## config.mk

```make
export PLATFORM = sky130hd
export DESIGN_NAME = tldm_div
export DESIGN_NICKNAME = d
export VERILOG_FILES = /design/src/hdl/trace_level_of_detail_merger_assert.svh /design/src/hdl/tldm_pkg.sv /design/src/hdl/tldm_div.sv
export SDC_FILE = /design/constraint.sdc
export NUM_CORES = 1
export LEC_CHECK = 0
export ABC_AREA = 1
export BUFFER_PORTS_ARGS = -buffer_cell sky130_fd_sc_hd__buf_2
export CORE_MARGIN = 1.5
export CORE_UTILIZATION = 52
export CTS_BUF_LIST = sky130_fd_sc_hd__clkbuf_8
export CTS_CLUSTER_SIZE = 14
export DETAILED_ROUTE_END_ITERATION = 7
export PLACE_DENSITY = 0.76
export SLEW_MARGIN = 15
export SYNTH_ARGS = -nofsm -noshare
export SYNTH_HDL_FRONTEND = slang
export SYNTH_SLANG_ARGS = --single-unit
```

## constraint.sdc

```tcl
create_clock -name clk -period 2.6 [get_ports clk]
set_clock_uncertainty 0.15 [all_clocks]
set_input_delay 0.13 -clock clk [delete_from_list [all_inputs] [get_ports clk]]
set_output_delay 0.13 -clock clk [all_outputs]
set_load 0.01 [all_outputs]
```

## src/hdl/trace_level_of_detail_merger_assert.svh

```systemverilog
// assertion macros for the trace level-of-detail merger
// expects clk and arst_n in the scope of each use
`ifndef TRACE_LEVEL_OF_DETAIL_MERGER_ASSERT_SVH
`define TRACE_LEVEL_OF_DETAIL_MERGER_ASSERT_SVH

// same-cycle implication
`define TLDM_ASSERT_IMP(lbl, pre, post) \
	lbl: assert property (@(posedge clk) disable iff (!arst_n) (pre) |-> (post)) \
		else $error("tldm assertion failed");

// next-cycle implication
`define TLDM_ASSERT_NXT(lbl, pre, post) \
	lbl: assert property (@(posedge clk) disable iff (!arst_n) (pre) |=> (post)) \
		else $error("tldm assertion failed");

`endif

```

## src/hdl/tldm_pkg.sv

```systemverilog
// shared constants, payload structs and state type of the trace lod merger
// no dependencies
package tldm_pkg;

	localparam int MAX_DEPTHS = 64;
	localparam int LEVELS     = 9;
	localparam int LVL_W      = $clog2(LEVELS);
	localparam int DEP_W      = (MAX_DEPTHS > 1) ? $clog2(MAX_DEPTHS) : 1;
	localparam int ADDR_W     = $clog2(MAX_DEPTHS * LEVELS);
	localparam int NUM_W      = 41;
	localparam int CNT_W      = $clog2(NUM_W);
	localparam int WIDTH_W    = 16;
	localparam logic [WIDTH_W-1:0] WIDTH_RESET = 16'd1920;

	// base cycles of the level below, times the length pixel count
	localparam logic [NUM_W-1:0] LEN_NUMER [9] = '{
		41'd0,
		41'd10000,
		41'd2000000,
		41'd300000000,
		41'd3000000000,
		41'd6000000000,
		41'd60000000000,
		41'd200000000000,
		41'd2000000000000
	};

	typedef struct packed {
		logic [63:0] trace_start;
		logic [63:0] trace_end;
		logic [5:0]  trace_depth;
		logic [31:0] trace_index;
	} trace_t;

	typedef struct packed {
		logic [3:0]  detail_level;
		logic [63:0] span_start;
		logic [63:0] span_end;
		logic [31:0] span_index;
		logic [5:0]  span_depth;
		logic        span_merged;
		logic        last_result;
	} span_t;

	typedef struct packed {
		logic [63:0] sp_start;
		logic [63:0] sp_end;
		logic [31:0] sp_index;
		logic        sp_merged;
	} ent_t;

	typedef struct packed {
		logic               start;
		logic [NUM_W-1:0]   numer;
		logic [WIDTH_W-1:0] denom;
	} div_req_t;

	typedef struct packed {
		logic             done;
		logic [NUM_W-1:0] quo;
	} div_rsp_t;

	typedef enum logic [1:0] {
		ST_THR_START,
		ST_THR_WAIT,
		ST_IDLE,
		ST_RUN
	} state_t;

endpackage

```

## src/hdl/tldm_div.sv

```systemverilog
// bit-serial restoring divider, one quotient bit per cycle
// depends on tldm_pkg
module tldm_div (
	input  logic               clk,
	input  logic               arst_n,
	input  tldm_pkg::div_req_t req,
	output tldm_pkg::div_rsp_t rsp
);
	import tldm_pkg::*;

	logic               busy_q;
	logic               done_q;
	logic [CNT_W-1:0]   cnt_q;
	logic [NUM_W-1:0]   num_q;
	logic [NUM_W-1:0]   quo_q;
	logic [WIDTH_W-1:0] den_q;
	logic [WIDTH_W-1:0] rem_q;
	logic [WIDTH_W:0]   sh;
	logic               ge;

	assign sh = {rem_q, num_q[NUM_W-1]};
	assign ge = (sh >= {1'b0, den_q});

	always_ff @(posedge clk or negedge arst_n) begin
		if (!arst_n) begin
			busy_q <= 1'b0;
			done_q <= 1'b0;
			cnt_q  <= '0;
		end else if (req.start) begin
			busy_q <= 1'b1;
			done_q <= 1'b0;
			cnt_q  <= CNT_W'(NUM_W - 1);
		end else begin
			done_q <= busy_q && (cnt_q == '0);
			if (busy_q) begin
				if (cnt_q == '0) begin
					busy_q <= 1'b0;
				end
				cnt_q <= cnt_q - 1'b1;
			end
		end
	end

	always_ff @(posedge clk) begin
		if (req.start) begin
			num_q <= req.numer;
			den_q <= req.denom;
			rem_q <= '0;
			quo_q <= '0;
		end else if (busy_q) begin
			rem_q <= ge ? WIDTH_W'(sh - {1'b0, den_q}) : sh[WIDTH_W-1:0];
			num_q <= {num_q[NUM_W-2:0], 1'b0};
			quo_q <= {quo_q[NUM_W-2:0], ge};
		end
	end

	assign rsp.done = done_q;
	assign rsp.quo  = quo_q;

endmodule

```

# ---- Word level (Yosys, flattened, before mapping)
# Index checks and enable logic that the tools add are counted.
dict set report word_totals {
  ff_bits 122
  output_inout_bits 42
  inputBits 60
  elab_cells 22
}
dict set report classes {
  muxes 9
  n_lt_le_gt_ge 1
  n_addsub 2
  reduce_logical 3
}
# cell n
set ops {}
lappend ops {{2-to-1 mux 41 bit} 2}
lappend ops {{greater-or-equal comparator 17 x 16 -> 1 bit} 1}
lappend ops {{2-to-1 mux 16 bit} 1}
lappend ops {{subtractor 16 bit} 1}
lappend ops {{2-to-1 mux 6 bit} 2}
lappend ops {{zero test 6 bit} 1}
lappend ops {{subtractor 6 x 1 -> 6 bit (second input constant)} 1}
lappend ops {{2-to-1 mux 1 bit} 4}
lappend ops {{nonzero test 2 bit} 1}
lappend ops {{logical AND 1 bit} 1}

# ---- Depth between registers and ports, before layout
dict set report logic_depth {
  word_depth 4
  depth_mapped 15
  depth_no_buf 14
}

# ---- Least setup slack after synthesis
# No wires, ideal clock.
dict set report synth_path {
  path_kind {register to register}
  start {reg busy_q}
  end {reg num_q[0] (enable)}
  slack_ns 0.123
  n_path_buf 1
  required_time_ns 2.028
  t_arrival_ns 1.906
  path_stages_with_launch 4
  period_less_slack_ns 2.477
  setup_ns 0.422
  cell_sequence {dfrtp_1 nor2_2 clkinv_1 clkbuf_1}
}
dict set report synth_via {
  elab_chain_len 1
}
# item line
set synth_rtl {}
lappend synth_rtl {{from (decl)} tldm_div.sv:11} ;# logic busy_q;
lappend synth_rtl {{from (signal assigned)} tldm_div.sv:26} ;# busy_q <= 1'b0;
lappend synth_rtl {{from (signal assigned)} tldm_div.sv:30} ;# busy_q <= 1'b1;
lappend synth_rtl {{from (signal assigned)} tldm_div.sv:37} ;# busy_q <= 1'b0;
lappend synth_rtl {{nonzero test 2 bit (no source line)} n/a}
lappend synth_rtl {{to (signal assigned)} tldm_div.sv:46} ;# num_q <= req.numer;
lappend synth_rtl {{to (signal assigned)} tldm_div.sv:52} ;# num_q <= {num_q[NUM_W-2:0], 1'b0};
lappend synth_rtl {{to (decl)} tldm_div.sv:14} ;# logic [NUM_W-1:0] num_q;
# No other way between the ends.
# A chain may end at the register's enable or synchronous reset.

# ---- Worst setup path after layout
dict set report layout_path {
  start {reg den_q[8]}
  end {reg rem_q[15]}
}
dict set report layout_via {
  elab_chain_len 2
  elab_cells_between_ends 3
  classes_between {add/sub (1); order compare (1); mux (1)}
}
# item line
set layout_rtl {}
lappend layout_rtl {{from (decl)} tldm_div.sv:16} ;# logic [WIDTH_W-1:0] den_q;
lappend layout_rtl {{from (signal assigned)} tldm_div.sv:47} ;# den_q <= req.denom;
lappend layout_rtl {{subtractor 16 bit or greater-or-equal comparator 17 x 16 -> 1 bit (tied branches)} {tldm_div.sv:51, tldm_div.sv:22}}
lappend layout_rtl {{2-to-1 mux 16 bit (*)} tldm_div.sv:51} ;# rem_q <= ge ? WIDTH_W'(sh - {1'b0, den_q}) : sh[WIDTH_W-1:0];
lappend layout_rtl {{to (signal assigned)} tldm_div.sv:51}
lappend layout_rtl {{to (decl)} tldm_div.sv:17} ;# logic [WIDTH_W-1:0] rem_q;
# Mark *: on every way between the ends. The rest lies on a longest branch, timed or not.

==> impl_metrics.ini <==
[global_routing]
globalRouteOverflowTotal = 0
grt_pass1_vias = 5072
grt_pass1_wl_mm = 23.6
grt_start_max_net_pins = 55
antenna_found_initial = 0
grt_usage_pct = 26.3

[drt]
detail-route-antenna-nets = 0
routed-via-count = 5112
detail_route.wl_per_cell_um = 14.2
detailedRoute.firstIterationViolations = 276
drt-pass1-iter-count = 5
detailed_route_wire_length_mm = 14.6
routed_vias_inst = 4.97
drcViolationCount = 0

[hold_path]
hold-path-cell-count = 2
hold_path.class = in -> reg

[clock_network]
cts_htree_levels = 4
cts_max_path_buffers = 2
post_cts_setup_buffer_count = 0
cts.clk_slew.worst_paths_ns = 0.08
clk_latency_worst_skew_pair_ns = 0.43
hold_buffers = 60
cts_buffer_count = 17
tritoncts_clock_tree = yes
cts.sink_count = 122
ctsRootBufferMaster = sky130_fd_sc_hd__clkbuf_8
cts.repair.resized = 0

[synthesis]
combinational_family_with_the_most_area_after_synthesis = simple AND/OR/NAND/NOR gates
synth.area.mux_share_pct = 0
synth_area_per_cell_um2 = 8.13
synthXorXnorAreaFrac_pct = 0.912
post-synth-top-count-cell = sky130_fd_sc_hd__nand2_1
asyncSetResetFlopFracSynth_pct = 6.56
yosys-top-cells-count = sky130_fd_sc_hd__nand2_1 (279), sky130_fd_sc_hd__inv_1 (115), sky130_fd_sc_hd__dfxtp_1 (57), sky130_fd_sc_hd__edfxtp_1 (57), sky130_fd_sc_hd__o22ai_1 (40)
post_synth_and_or_nand_nor_area_fraction_pct = 26.4
synth_top_area_share_pct = 29.7
yosysSeqAreaShare_pct = 53.0
synth_top_flop_cell = sky130_fd_sc_hd__edfxtp_1
synthesis.yosys.warnings = 0
postSynthCellCount = 709
netlist-cell-type-count = 34
syn_nets = 788
synth_edf_count = 57
synthTopCellsByArea = sky130_fd_sc_hd__edfxtp_1 (30%), sky130_fd_sc_hd__dfxtp_1 (20%), sky130_fd_sc_hd__nand2_1 (18%), sky130_fd_sc_hd__inv_1 (7.5%), sky130_fd_sc_hd__o22ai_1 (4.3%)
synth_compound_area_share_pct = 5.86
post_synth_fa_ha_maj_area_fraction_pct = 4.26
synth_largest_area_cell = sky130_fd_sc_hd__edfxtp_1
synthesized_area_mm2 = 0.00576
register_bit_count_reported_by_yosys = 122

[run]
drv.max_cap_violation_count = 0

[layout]
nets = 954
post-route-util_pct = 68.1
diodes = 0
fillers = 866
syn2layout_area_growth_pct = 28.2
area.sequential_mm2 = 0.00305
fin_area_mm2 = 0.00739
number_of_standard_cells_in_the_final_layout_excluding_fillers = 1028
multi_input_area_mm2 = 0.00216
final_layout_size_suffix_gt1_share_pct = 17.7

[critical_path]
cp.required_ns = 2.77
worst_setup_path_endpoint = rem_q[15]
critical_path.startpoint_type = flop
reg2reg_slack_ns = 0.36
cp-end-kind = flop
worst_setup_path_startpoint = den_q[8]
critPathMaxFanout = 17
reg2reg_depth = 14
timing.rr.start = den_q[8]
timing.critical_path.arrival_ns = 2.41
timing_worst_setup_path_type = reg -> reg
crit-reg2reg-capture = rem_q[15]

[place]
port_buffers = 101
numPlacedInstances = 936
pre_cts_slack_ns = 0.374
hpwl_mm = 9.39
gp_congestion = 0.872
placement.cell_area_mm2 = 0.00640

[timing]
layout_setup_ws_ns = 0.361
maxSlewHeadroom_pct = 57.2
report.final.setup_viol = 0
achievable-frequency_mhz = 447
finalSetupTns_ns = 0
hold_violations = 0
post-route-min-period_ns = 2.24
final_max_slew_viol_count = 0
period_utilisation_layout_pct = 86.1
setup_repair_after_global_routing_missed_its_margin = no
post_route_worst_hold_slack_ns = 0.260
worst_slew_pin_slew_ns = 0.642

[power_and_ir_drop]
total_leakage_power_nw = 3.72
total_power_mw = 5.73
vdd_drop_max_mv = 0.510
power.density_mw_per_mm2 = 776

[floorplan]
design.portCount = 102
die-height_um = 108
die_width_um = 108
core_region_area_mm2 = 0.0108
floorplan.die_area_mm2 = 0.0117
initial_core_util_pct = 53.2
rows = 38

[outcome]
outcome = finished clean
[power breakdown]
part	total [mW]	switching (mW)	internal, mW
Sequential	2.36	0.136	2.22
Combinational	1.70	1.05	0.649
Clock	1.68	0.782	0.895
[worst max-delay path, cell delays in order, from the launching register on]
cell                       delay [ns]
sky130_fd_sc_hd__edfxtp_1        0.33
sky130_fd_sc_hd__inv_1           0.04
sky130_fd_sc_hd__ha_1            0.35
sky130_fd_sc_hd__nand2_1         0.18
sky130_fd_sc_hd__inv_1           0.05
sky130_fd_sc_hd__nand2_1         0.07
sky130_fd_sc_hd__nand2_1         0.09
sky130_fd_sc_hd__inv_2           0.08
sky130_fd_sc_hd__nand3_2         0.10
sky130_fd_sc_hd__nand2_4         0.18
sky130_fd_sc_hd__nand2_4         0.18
sky130_fd_sc_hd__nand2_1         0.17
sky130_fd_sc_hd__nand2_1         0.06
sky130_fd_sc_hd__nand2_1         0.06
sky130_fd_sc_hd__nand2_1         0.04
[layout by cell type (no fill, tap or decap), types with 2 or more instances in the layout]
cell type,n
sky130_fd_sc_hd__nand2_1,279
sky130_fd_sc_hd__inv_1,116
sky130_fd_sc_hd__buf_2,101
sky130_fd_sc_hd__dlygate4sd3_1,60
sky130_fd_sc_hd__edfxtp_1,57
sky130_fd_sc_hd__dfxtp_1,57
sky130_fd_sc_hd__o22ai_1,40
sky130_fd_sc_hd__nand3_1,38
sky130_fd_sc_hd__clkbuf_8,19
sky130_fd_sc_hd__ha_1,18
sky130_fd_sc_hd__nor2_1,15
sky130_fd_sc_hd__a21oi_1,10
sky130_fd_sc_hd__buf_4,9
sky130_fd_sc_hd__dfrtp_1,8
sky130_fd_sc_hd__nor2_2,6
sky130_fd_sc_hd__nand4_1,6
sky130_fd_sc_hd__o21ai_0,5
sky130_fd_sc_hd__nor3_1,4
sky130_fd_sc_hd__nand2_2,4
sky130_fd_sc_hd__clkinv_2,4
sky130_fd_sc_hd__clkinv_1,3
sky130_fd_sc_hd__nand3b_1,3
sky130_fd_sc_hd__xor2_1,3
sky130_fd_sc_hd__xnor2_1,3
sky130_fd_sc_hd__inv_6,3
sky130_fd_sc_hd__inv_2,2
sky130_fd_sc_hd__nand3_2,2
sky130_fd_sc_hd__nand2_4,2
sky130_fd_sc_hd__nor2_4,2
sky130_fd_sc_hd__bufinv_16,2
[per-layer routing]
metal  share of wire [%]  GRT usage [%]  routed length, um
met5                   0              0                  0
met4                 2.2           8.93                319
met3                 4.9           6.39                712
met2                  51           46.5               7370
met1                  42           31.3               6160
[flip-flops by register name, summed over array words and instances, names as in the netlist]
signal  count
done_q      1
den_q      16
num_q      41
busy_q      1
quo_q      41
rem_q      16
cnt_q       6
[kinds of logic after synthesis]
kind of cell / count (synthesis)
AND/OR/NAND/NOR: 364
buffers and inverters: 141
flip-flops: 122
AO/OA/AOI/OAI: 57
adder cells (fa/ha/maj): 19
XOR/XNOR: 6
[area by class of cell]
| cell class | count | share of cell area (%) |
|---|---|---|
| inverters | 118 | 6.00 |
| flip-flops and latches | 122 | 41.3 |
| clock inverters | 13 | 1.69 |
| clock buffers | 19 | 3.54 |
| multi-input cells | 446 | 29.2 |
| repair buffers | 170 | 15.9 |
| well taps | 140 | 2.37 |
[worst min path at each step]
stage | start | endpoint | slack (ns)
after detailed placement | arst_n | cnt_q[1] | -0.16
after global routing | req[4] | den_q[4] | 0.23
final | req[13] | den_q[13] | 0.26
after floorplan | arst_n | busy_q | -0.32
after global placement | arst_n | cnt_q[4] | -0.17
after CTS | req[13] | den_q[13] | 0.23
(Power assumes the default switching activity.)
