## src/hdl/trace_level_of_detail_merger_assert.svh

```systemverilog
// assertion macros for the trace level-of-detail merger
// expects clk and arst_n in the scope of each use
`ifndef TRACE_LEVEL_OF_DETAIL_MERGER_ASSERT_SVH
`define TRACE_LEVEL_OF_DETAIL_MERGER_ASSERT_SVH

// same-cycle implication
`define TLDM_ASSERT_IMP(lbl, pre, post) \
	lbl: assert property (@(posedge clk) disable iff (!arst_n) (pre) |-> (post)) \
		else $error("tldm assertion failed");

// next-cycle implication
`define TLDM_ASSERT_NXT(lbl, pre, post) \
	lbl: assert property (@(posedge clk) disable iff (!arst_n) (pre) |=> (post)) \
		else $error("tldm assertion failed");

`endif

```

## src/hdl/tldm_ram.sv

```systemverilog
// generic single-write, single-read ram with registered read data
// no dependencies
module tldm_ram #(
	parameter int WIDTH = 8,
	parameter int DEPTH = 16
) (
	input  logic                     clk,
	input  logic                     we,
	input  logic [$clog2(DEPTH)-1:0] waddr,
	input  logic [WIDTH-1:0]         wdata,
	input  logic                     re,
	input  logic [$clog2(DEPTH)-1:0] raddr,
	output logic [WIDTH-1:0]         rdata
);

	logic [WIDTH-1:0] mem [DEPTH];

	always_ff @(posedge clk) begin
		if (we) begin
			mem[waddr] <= wdata;
		end
		if (re) begin
			rdata <= mem[raddr];
		end
	end

endmodule

```

## config.mk

```make
export PLATFORM = sky130hd
export DESIGN_NAME = tldm_ram
export DESIGN_NICKNAME = d
export VERILOG_FILES = /design/src/hdl/trace_level_of_detail_merger_assert.svh /design/src/hdl/tldm_ram.sv
export SDC_FILE = /design/constraint.sdc
export NUM_CORES = 1
export LEC_CHECK = 0
export BUFFER_PORTS_ARGS = -buffer_cell sky130_fd_sc_hd__buf_2
export CORE_MARGIN = 1.5
export CORE_UTILIZATION = 50
export CTS_CLUSTER_DIAMETER = 80
export DETAILED_ROUTE_END_ITERATION = 12
export GPL_TIMING_DRIVEN = 0
export PLACE_DENSITY = 0.68
export SLEW_MARGIN = 20
export SYNTH_ARGS = -nofsm -noshare
export SYNTH_HDL_FRONTEND = slang
export SYNTH_SLANG_ARGS = --single-unit
```

## constraint.sdc

```tcl
create_clock -name clk -period 5 [get_ports clk]
set_clock_uncertainty 0.2 [all_clocks]
set_input_delay 1.5 -clock clk [delete_from_list [all_inputs] [get_ports clk]]
set_output_delay 1.5 -clock clk [all_outputs]
set_load 0.01 [all_outputs]
```

# == Word level (Yosys, flattened, before mapping) ==
# Memory sizes are Yosys's and may differ from the RTL's. A register that Yosys moved wholly into a read port is not among the register bits.
# Index checks and enable logic that the tools add are counted.
# op_classes
muxes,2
# op_table
op,n
1-bit 2-to-1 mux,2
# totals
n_memories,1
mem_bits_rw,128
regBits,0
elab_cells,3
output_inout_bits,8
# mem_list
name,words,width,read_ports,rd_ports_with_merged_regs,wr,line,source
mem,16,8,1,1,1,tldm_ram.sv:16,logic [WIDTH-1:0] mem [DEPTH];

# == Longest topological paths before layout ==
# Gate-level depths: netlist (run 1).
# logic_depth
ltp_word,2
ltp_mapped,5
ltp_nobuf,3

# == Worst setup path before layout (run 1) ==
# No wires, ideal clock.
# synth_path
kind,input -> register
startpoint,input port waddr[2]
endpoint,"memory mem[0][0], enable pin"
slack_ns,1.807
setup_time_ns,0.383
arrival_ns,2.610
cell_stages,2
n_path_buf,0
cell_sequence,or3b_2 nor3_1
# synth_rtl
element,line,source
start: declaration,tldm_ram.sv:9,"input logic [$clog2(DEPTH)-1:0] waddr,"
end: declaration,tldm_ram.sv:16,
# No word-level cell before the write port.

# == Final worst setup path (run 1) ==
# layout_path
startpoint,input port waddr[2]
endpoint,"memory mem[3][6], enable pin"
# No word-level cell before the write port.

==> results of run 1 <==
-- flip-flops by register name, summed over array words and instances (netlist names) --
register,cells
rdata,8
mem,128
-- metal layers --
layer | track usage (%) | vias up | share of wire (%)
met5 | 0 | - | 0
met4 | 6.16 | 0 | 0.44
met3 | 4.89 | 2 | 8.3
met2 | 30.2 | 94 | 51
met1 | 27.5 | 1224 | 40
li1 | - | 1073 | -
-- per-stage QoR --
step	std cells	setup slack, ns	area, sq um	total power, mW	utilization, %
global placement	390	1.20	5520	1.43	54.0
CTS	422	2.08	6160	2.72	60.2
finish	422	2.13	6160	2.70	60.3
detailed placement	390	1.60	5540	1.44	54.1
global route	422	2.07	6160	2.78	60.3
floorplan	229	1.81	5230	1.38	-
-- path summary, 6_finish.rpt --
check                   end  slack [ns]
hold reg to reg    rdata[1]        0.58
setup / recovery  mem[3][6]        2.13
setup reg to reg   rdata[3]        3.24
hold / removal     rdata[1]        0.58
-- report_power, final --
part	total (mW)	internal (mW)	switching, mW
combinational	0.121	0.0496	0.0714
sequential	1.29	1.29	0.00551
clock	1.29	0.851	0.437
total	2.70	2.19	0.514
-- Yosys cell counts --
library cell	number	share of area, %
mux4_2	18	7.8
nor2_1	13	0.93
nor3_1	4	0.38
buf_4	1	0.14
clkdlybuf4s25_2	3	0.57
nand2b_1	2	0.24
nand2_1	9	0.65
buf_2	3	0.29
a22oi_1	16	2.3
nand3b_1	2	0.29
or3b_2	1	0.17
buf_6	3	0.65
mux4_1	14	7.0
edfxtp_1	136	78
and2_1	1	0.12
nor2b_1	1	0.12
nand3_1	1	0.096
and2b_1	1	0.14
-- kinds of logic after synthesis --
logic type      share of synthesized area, %
compound gates                          2.30
buf+inv                                 1.65
flops                                   78.1
mux                                     14.8
simple gates                            3.14
-- final cells by class --
type | instances | area (sq um)
fill | 713 | 4070
clock inverter | 15 | 208
tap | 136 | 170
multi-input combinational | 83 | 1080
clock buffer | 17 | 414
buffer | 10 | 86.3
sequential | 136 | 4080
timing repair buffer | 25 | 125
-- worst min-delay path, stage by stage, from the launching register on --
cell and delay [ns]:
edfxtp_1 0.31, mux4_1 0.21, a22oi_1 0.09, nand2_1 0.07
==> impl_metrics.yaml, run 1 <==
run_status:
  status: "completed"
clock_network:
  hold_buffers: 0
  cts_max_level: 4
  post_cts_buffers: 0
  cts_tree: "done"
  clkTransAtPathRegs_ns: 0.06
  cts_sinks: 136
  cts-root-buf: "clkbuf_8"
  clk_latency_ns: 0.51
  clock_path_buffers: 2
  numCtsBuffers: 17
  cts_resized: 0
floorplan:
  start_util_pct: 51.1
  io_pins: 27
  die_h_microns: 105
  dieArea_sq_mm: 0.0111
  core_area_sq_mm: 0.0102
  core.rowCount: 37
  dieWidth_microns: 105
routing:
  via_per_inst: 5.67
  firstDrtPassIters: 4
  detail-route-antenna-nets: 0
  wl_mm: 9.61
  dr.first_iter.drc_count: 184
  drcViolationCount: 0
  num_vias: 2393
  wl_per_cell_microns: 22.8
layout:
  drive_gt1_share_pct: 30.4
  final_nets: 292
  n_antenna_cell: 0
  syn_to_final_growth_pct: 17.9
  layout_commonest_cell: "edfxtp_1"
  mostFrequentLayoutCells: "136 x edfxtp_1, 28 x buf_2, 18 x mux4_2"
setup_path:
  worstSetupPathType: "input port to flip-flop"
  r2r_start: "mem[5][3]"
  crit_cells: 3
  critPathMaxStageDelay_ns: 0.65
  r2r_cells: 3
  crit_path_start_kind: "input port"
  path_cells: "buf_2 > or3b_2 > nor2_1"
  endpoint_kind: "flip-flop"
  crit_arrival_ns: 2.80
  cpLargestDelayFamily: "simple AND/OR/NAND/NOR gates"
  critical_path_required_ns: 4.93
  path_buf_inv: 1
  startpoint: "waddr[2]"
  crit_path_max_fanout: 8
  slowest_stage: "nor2_1"
sta:
  fin_crit_ns: 2.87
  final.setup.tns_ns: 0
  tightest_slew_ns: 0.820
  setup-violations-final: 0
  max-slew-margin-rel_pct: 45.1
  rsz0062_at_grt: "false"
  hold_viol: 0
  slew_violations: 0
  post-route-period-util_pct: 57.4
  max_freq_mhz: 348
  hold_ws_ns: 0.576
synth:
  syn_area_sq_mm: 0.00523
  postSynthCellCount: 229
  syn_nets: 248
  synth_seq_cells: 136
  synth_seq_area_share_pct: 78.1
  syn_avg_cell_area_sq_um: 22.8
  ys_warn_count: 0
  ys_types: 18
power_and_ir_drop:
  leakage_nw: 2.05
  power.density_mw_per_mm2: 438
  peakVddDrop_uv: 256
min_path:
  hp-class: "flip-flop to flip-flop"
  min-delay-start: "mem[11][1]"
  hold_depth: 3
placement:
  place_congestion: 0.726
  io_buffers: 25
  hpwl_mm: 6.09
grt:
  grt_use_total_pct: 19.4
  grt_start_max_net_pins: 17
  antenna_found_initial: 0
  first_global_vias: 2445
  grt_overflow_total: 0
  grt_first_pass_wirelength_mm: 14.9
run:
  cap_viol_max_count: 0
No activity file was read; power rests on OpenSTA's default activity.
==> inputs of run 2 (changes only) <==
- PLACE_DENSITY: 0.68 -> 0.71
- clock period: 5 -> 2.5 ns (I/O delays scaled with it)
==> impl_metrics.yaml, run 2 (synthesis gave the netlist of run 1 again) <==
sta:
  hold_viol: 0
  post-route-period-util_pct: 85.6
  rsz0062_at_grt: "false"
  max-slew-margin-rel_pct: 44.7
  slew_violations: 0
  fin_crit_ns: 2.14
  tightest_slew_ns: 0.827
  max_freq_mhz: 467
  setup-violations-final: 0
clock_network:
  post_cts_buffers: 0
  cts-root-buf: "clkbuf_8"
  cts_tree: "done"
  clock_path_buffers: 2
  clkTransAtPathRegs_ns: 0.06
  hold_buffers: 0
  cts_max_level: 4
  cts_sinks: 136
  cts_resized: 0
  clk_latency_ns: 0.51
  numCtsBuffers: 17
layout:
  reg_top3: "mem: 128 flops, rdata: 8 flops"
  layout_commonest_cell: "edfxtp_1"
  multi_input_area_sq_mm: 0.00108
  utilization_pct: 60.1
  largest_reg_flops: 128
  regMostFlops: "mem"
  final_cells: 421
  n_fill_cell: 690
  drive_gt1_share_pct: 29.5
  area.sequential_sq_mm: 0.00408
  final_nets: 292
  n_antenna_cell: 0
  syn_to_final_growth_pct: 17.6
  mostFrequentLayoutCells: "136 x edfxtp_1, 28 x buf_2, 18 x mux4_2"
grt:
  antenna_found_initial: 0
  grt_first_pass_wirelength_mm: 14.6
  first_global_vias: 2473
  grt_start_max_net_pins: 17
  grt_use_total_pct: 19.2
  grt_overflow_total: 0
floorplan:
  start_util_pct: 51.1
  io_pins: 27
  core_area_sq_mm: 0.0102
  dieWidth_microns: 105
  die_h_microns: 105
  core.rowCount: 37
  dieArea_sq_mm: 0.0111
setup_path:
  path_cells: "buf_2 > or3b_2 > nor2_1"
  cpLargestDelayFamily: "simple AND/OR/NAND/NOR gates"
  crit_arrival_ns: 2.07
  worstSetupPathType: "input port to flip-flop"
  critPathMaxStageDelay_ns: 0.66
  r2r_start: "mem[5][0]"
  r2r_slack_ns: 0.71
  endpoint_kind: "flip-flop"
  startpoint: "waddr[2]"
  crit_path_start_kind: "input port"
  slowest_stage: "nor2_1"
  critical_path_required_ns: 2.43
  path_buf_inv: 1
  crit_path_max_fanout: 8
routing:
  num_vias: 2414
  drcViolationCount: 0
  maxUsedRoutingLayer: "met4"
  route.met3.wl_microns: 544
  wl_met2_mm: 4.79
  wl_per_cell_microns: 23.1
  detail-route-antenna-nets: 0
  wl_met1_mm: 4.25
  firstDrtPassIters: 5
  wl_mm: 9.72
  via_per_inst: 5.73
  dr.first_iter.drc_count: 218
placement:
  io_buffers: 25
  dp_cells: 390
  hpwl_mm: 5.94
  place_congestion: 0.709
min_path:
  hp-class: "input port to flip-flop"
  min-delay-start: "re"
power_and_ir_drop:
  peakVddDrop_uv: 404
  leakage_nw: 2.06
  power.density_mw_per_mm2: 873
run:
  cap_viol_max_count: 0
run_status:
  status: "completed"
==> run 2: final timing paths <==
check,end,depth (start not counted)
max,mem[3][5],3
min,rdata[3],1
max reg2reg,rdata[0],3
min reg2reg,rdata[4],3
==> run 2: per-stage QoR <==
stage	TNS [ns]	hold slack (ns)	setup slack (ns)	total power [mW]	instance area, sq um
final	0	0.379	0.360	5.36	6150
after global routing	0	0.377	0.334	5.51	6150
after CTS	0	0.363	0.320	5.39	6150
after detailed placement	-3.16	0.546	-0.142	2.87	5540
after global placement	-9.81	0.531	-0.509	2.86	5520
after floorplan	0	0.505	0.0571	2.76	5230
==> run 2: cell type report <==
cell class | instances | area share (%)
Buffer | 10 | 1.40
Sequential cell | 136 | 66.4
Multi-Input combinational cell | 83 | 17.5
Clock buffer | 19 | 6.86
Timing Repair Buffer | 25 | 2.04
Clock inverter | 12 | 2.95
Tap cell | 136 | 2.77
==> run 2: worst reg2reg max path: cells and delay by family, from the launching register on <==
kind | cells | cell delay, ns
AOI/OAI and AO/OA | 1 | 0.29
DFF | 1 | 0.36
muxes | 1 | 0.56
and+or+nand+nor | 1 | 0.12
==> run 2: report_power, final <==
part / switching (mW) / internal, mW / total [mW]
logic: 0.146 / 0.0991 / 0.245
clock network: 0.842 / 1.69 / 2.54
registers: 0.0109 / 2.57 / 2.58
==> run 2: per-layer routing <==
layer	vias up	global-route usage [%]
li1	1071	-
met1	1235	27.0
met2	99	28.9
met3	9	4.82
met4	0	8.41
met5	-	0
==> inputs of run 3 (changes only) <==
- CORE_MARGIN: 1.5 -> 2
==> impl_metrics.yaml, run 3 (synthesis gave the netlist of run 1 again) <==
grt:
  antenna_found_initial: 0
  grt_first_pass_wirelength_mm: 14.7
  grt_overflow_total: 0
  first_global_vias: 2489
  grt_use_total_pct: 18.9
  grt_start_max_net_pins: 17
layout:
  n_antenna_cell: 0
  largest_reg_flops: 128
  mostFrequentLayoutCells: "136 x edfxtp_1, 28 x buf_2, 18 x mux4_2"
  utilization_pct: 59.8
  regMostFlops: "mem"
  drive_gt1_share_pct: 30.4
  final_area_sq_mm: 0.00612
  syn_to_final_growth_pct: 17.0
  layout_commonest_cell: "edfxtp_1"
  final_nets: 292
  reg_top3: "mem: 128 flops, rdata: 8 flops"
floorplan:
  core_area_sq_mm: 0.0102
  dieArea_sq_mm: 0.0113
  start_util_pct: 51.1
  core.rowCount: 37
  io_pins: 27
  die_h_microns: 106
  dieWidth_microns: 106
placement:
  hpwl_mm: 6.07
  place_area_sq_mm: 0.00554
  io_buffers: 25
  pre_cts_ws_ns: -0.138
  place_congestion: 0.733
sta:
  hold_viol: 0
  final.setup.worst_slack_ns: 0.392
  fin_crit_ns: 2.11
  slew_violations: 0
  post-route-period-util_pct: 84.3
  hold_ws_ns: 0.365
  max_freq_mhz: 474
  rsz0062_at_grt: "false"
  max-slew-margin-rel_pct: 46.4
  tightest_slew_ns: 0.801
  setup-violations-final: 0
setup_path:
  r2r_start: "mem[6][1]"
  critical_path_required_ns: 2.44
  crit_cells: 3
  endpoint: "mem[3][5]"
  path_cells: "buf_2 > or3b_2 > nor2_1"
  rr_endpoint: "rdata[1]"
  endpoint_kind: "flip-flop"
  crit_path_max_fanout: 8
  path_buf_inv: 1
  crit_arrival_ns: 2.05
  worstSetupPathType: "input port to flip-flop"
  r2r_cells: 3
  slowest_stage: "nor2_1"
  cpLargestDelayFamily: "simple AND/OR/NAND/NOR gates"
  startpoint: "waddr[2]"
  crit_path_start_kind: "input port"
  critPathMaxStageDelay_ns: 0.64
  r2r_slack_ns: 0.76
clock_network:
  clock_path_buffers: 2
  hold_buffers: 0
  clkTransAtPathRegs_ns: 0.06
  cts_max_level: 4
  clk_latency_ns: 0.52
  cts_sinks: 136
  cts-root-buf: "clkbuf_8"
  numCtsBuffers: 17
  post_cts_buffers: 0
  cts_resized: 0
  cts_tree: "done"
run_status:
  status: "completed"
routing:
  drcViolationCount: 0
  detail-route-antenna-nets: 0
  wl_per_cell_microns: 22.9
  via_per_inst: 5.75
  num_vias: 2428
  dr.first_iter.drc_count: 244
  firstDrtPassIters: 4
  wl_mm: 9.65
power_and_ir_drop:
  leakage_nw: 2.03
  peakVddDrop_uv: 461
  p_total_mw: 5.21
  power.density_mw_per_mm2: 852
run:
  cap_viol_max_count: 0
min_path:
  hp-class: "input port to flip-flop"
[run 3: area by class of cell]
type | count | area [sq um]
timing repair buffer | 25 | 125
buffer | 10 | 86.3
multi-input combinational | 83 | 1080
sequential | 136 | 4080
clock buffer | 17 | 414
clock inverter | 15 | 160
tap | 136 | 170
fill | 733 | 4110
[run 3: metal layers]
metal / track usage, % / vias up / wire length (microns) / share of wire (%)
li1: - / 1071 / - / -
met2: 28.6 / 118 / 4660 / 48
met5: 0 / - / 0 / 0
met1: 26.3 / 1221 / 4020 / 42
met3: 5.40 / 18 / 769 / 8.0
met4: 7.80 / 0 / 193 / 2.0
[run 3: power breakdown]
part / internal [mW] / total, mW / leakage (nW) / switching [mW]
Clock: 1.50 / 2.39 / 0.272 / 0.892
Sequential: 2.57 / 2.58 / 1.24 / 0.0113
Combinational: 0.0992 / 0.243 / 0.523 / 0.144
[run 3: worst min path at each step]
stage / startpoint / endpoint / slack, ns / cells after the start
final: re / rdata[7] / 0.36 / 1
after CTS: re / rdata[7] / 0.35 / 1
after detailed placement: mem[8][1] / rdata[1] / 0.54 / 3
after global placement: mem[8][1] / rdata[1] / 0.53 / 3
after global routing: re / rdata[4] / 0.36 / 1
after floorplan: mem[7][0] / rdata[0] / 0.50 / 3
[run 3: through the flow]
step,cells,setup TNS [ns]
6_report,422,0
5_1_grt,422,0
4_1_cts,422,0
3_5_place_dp,390,-3.82
3_3_place_gp,390,-9.82
2_1_floorplan,229,0
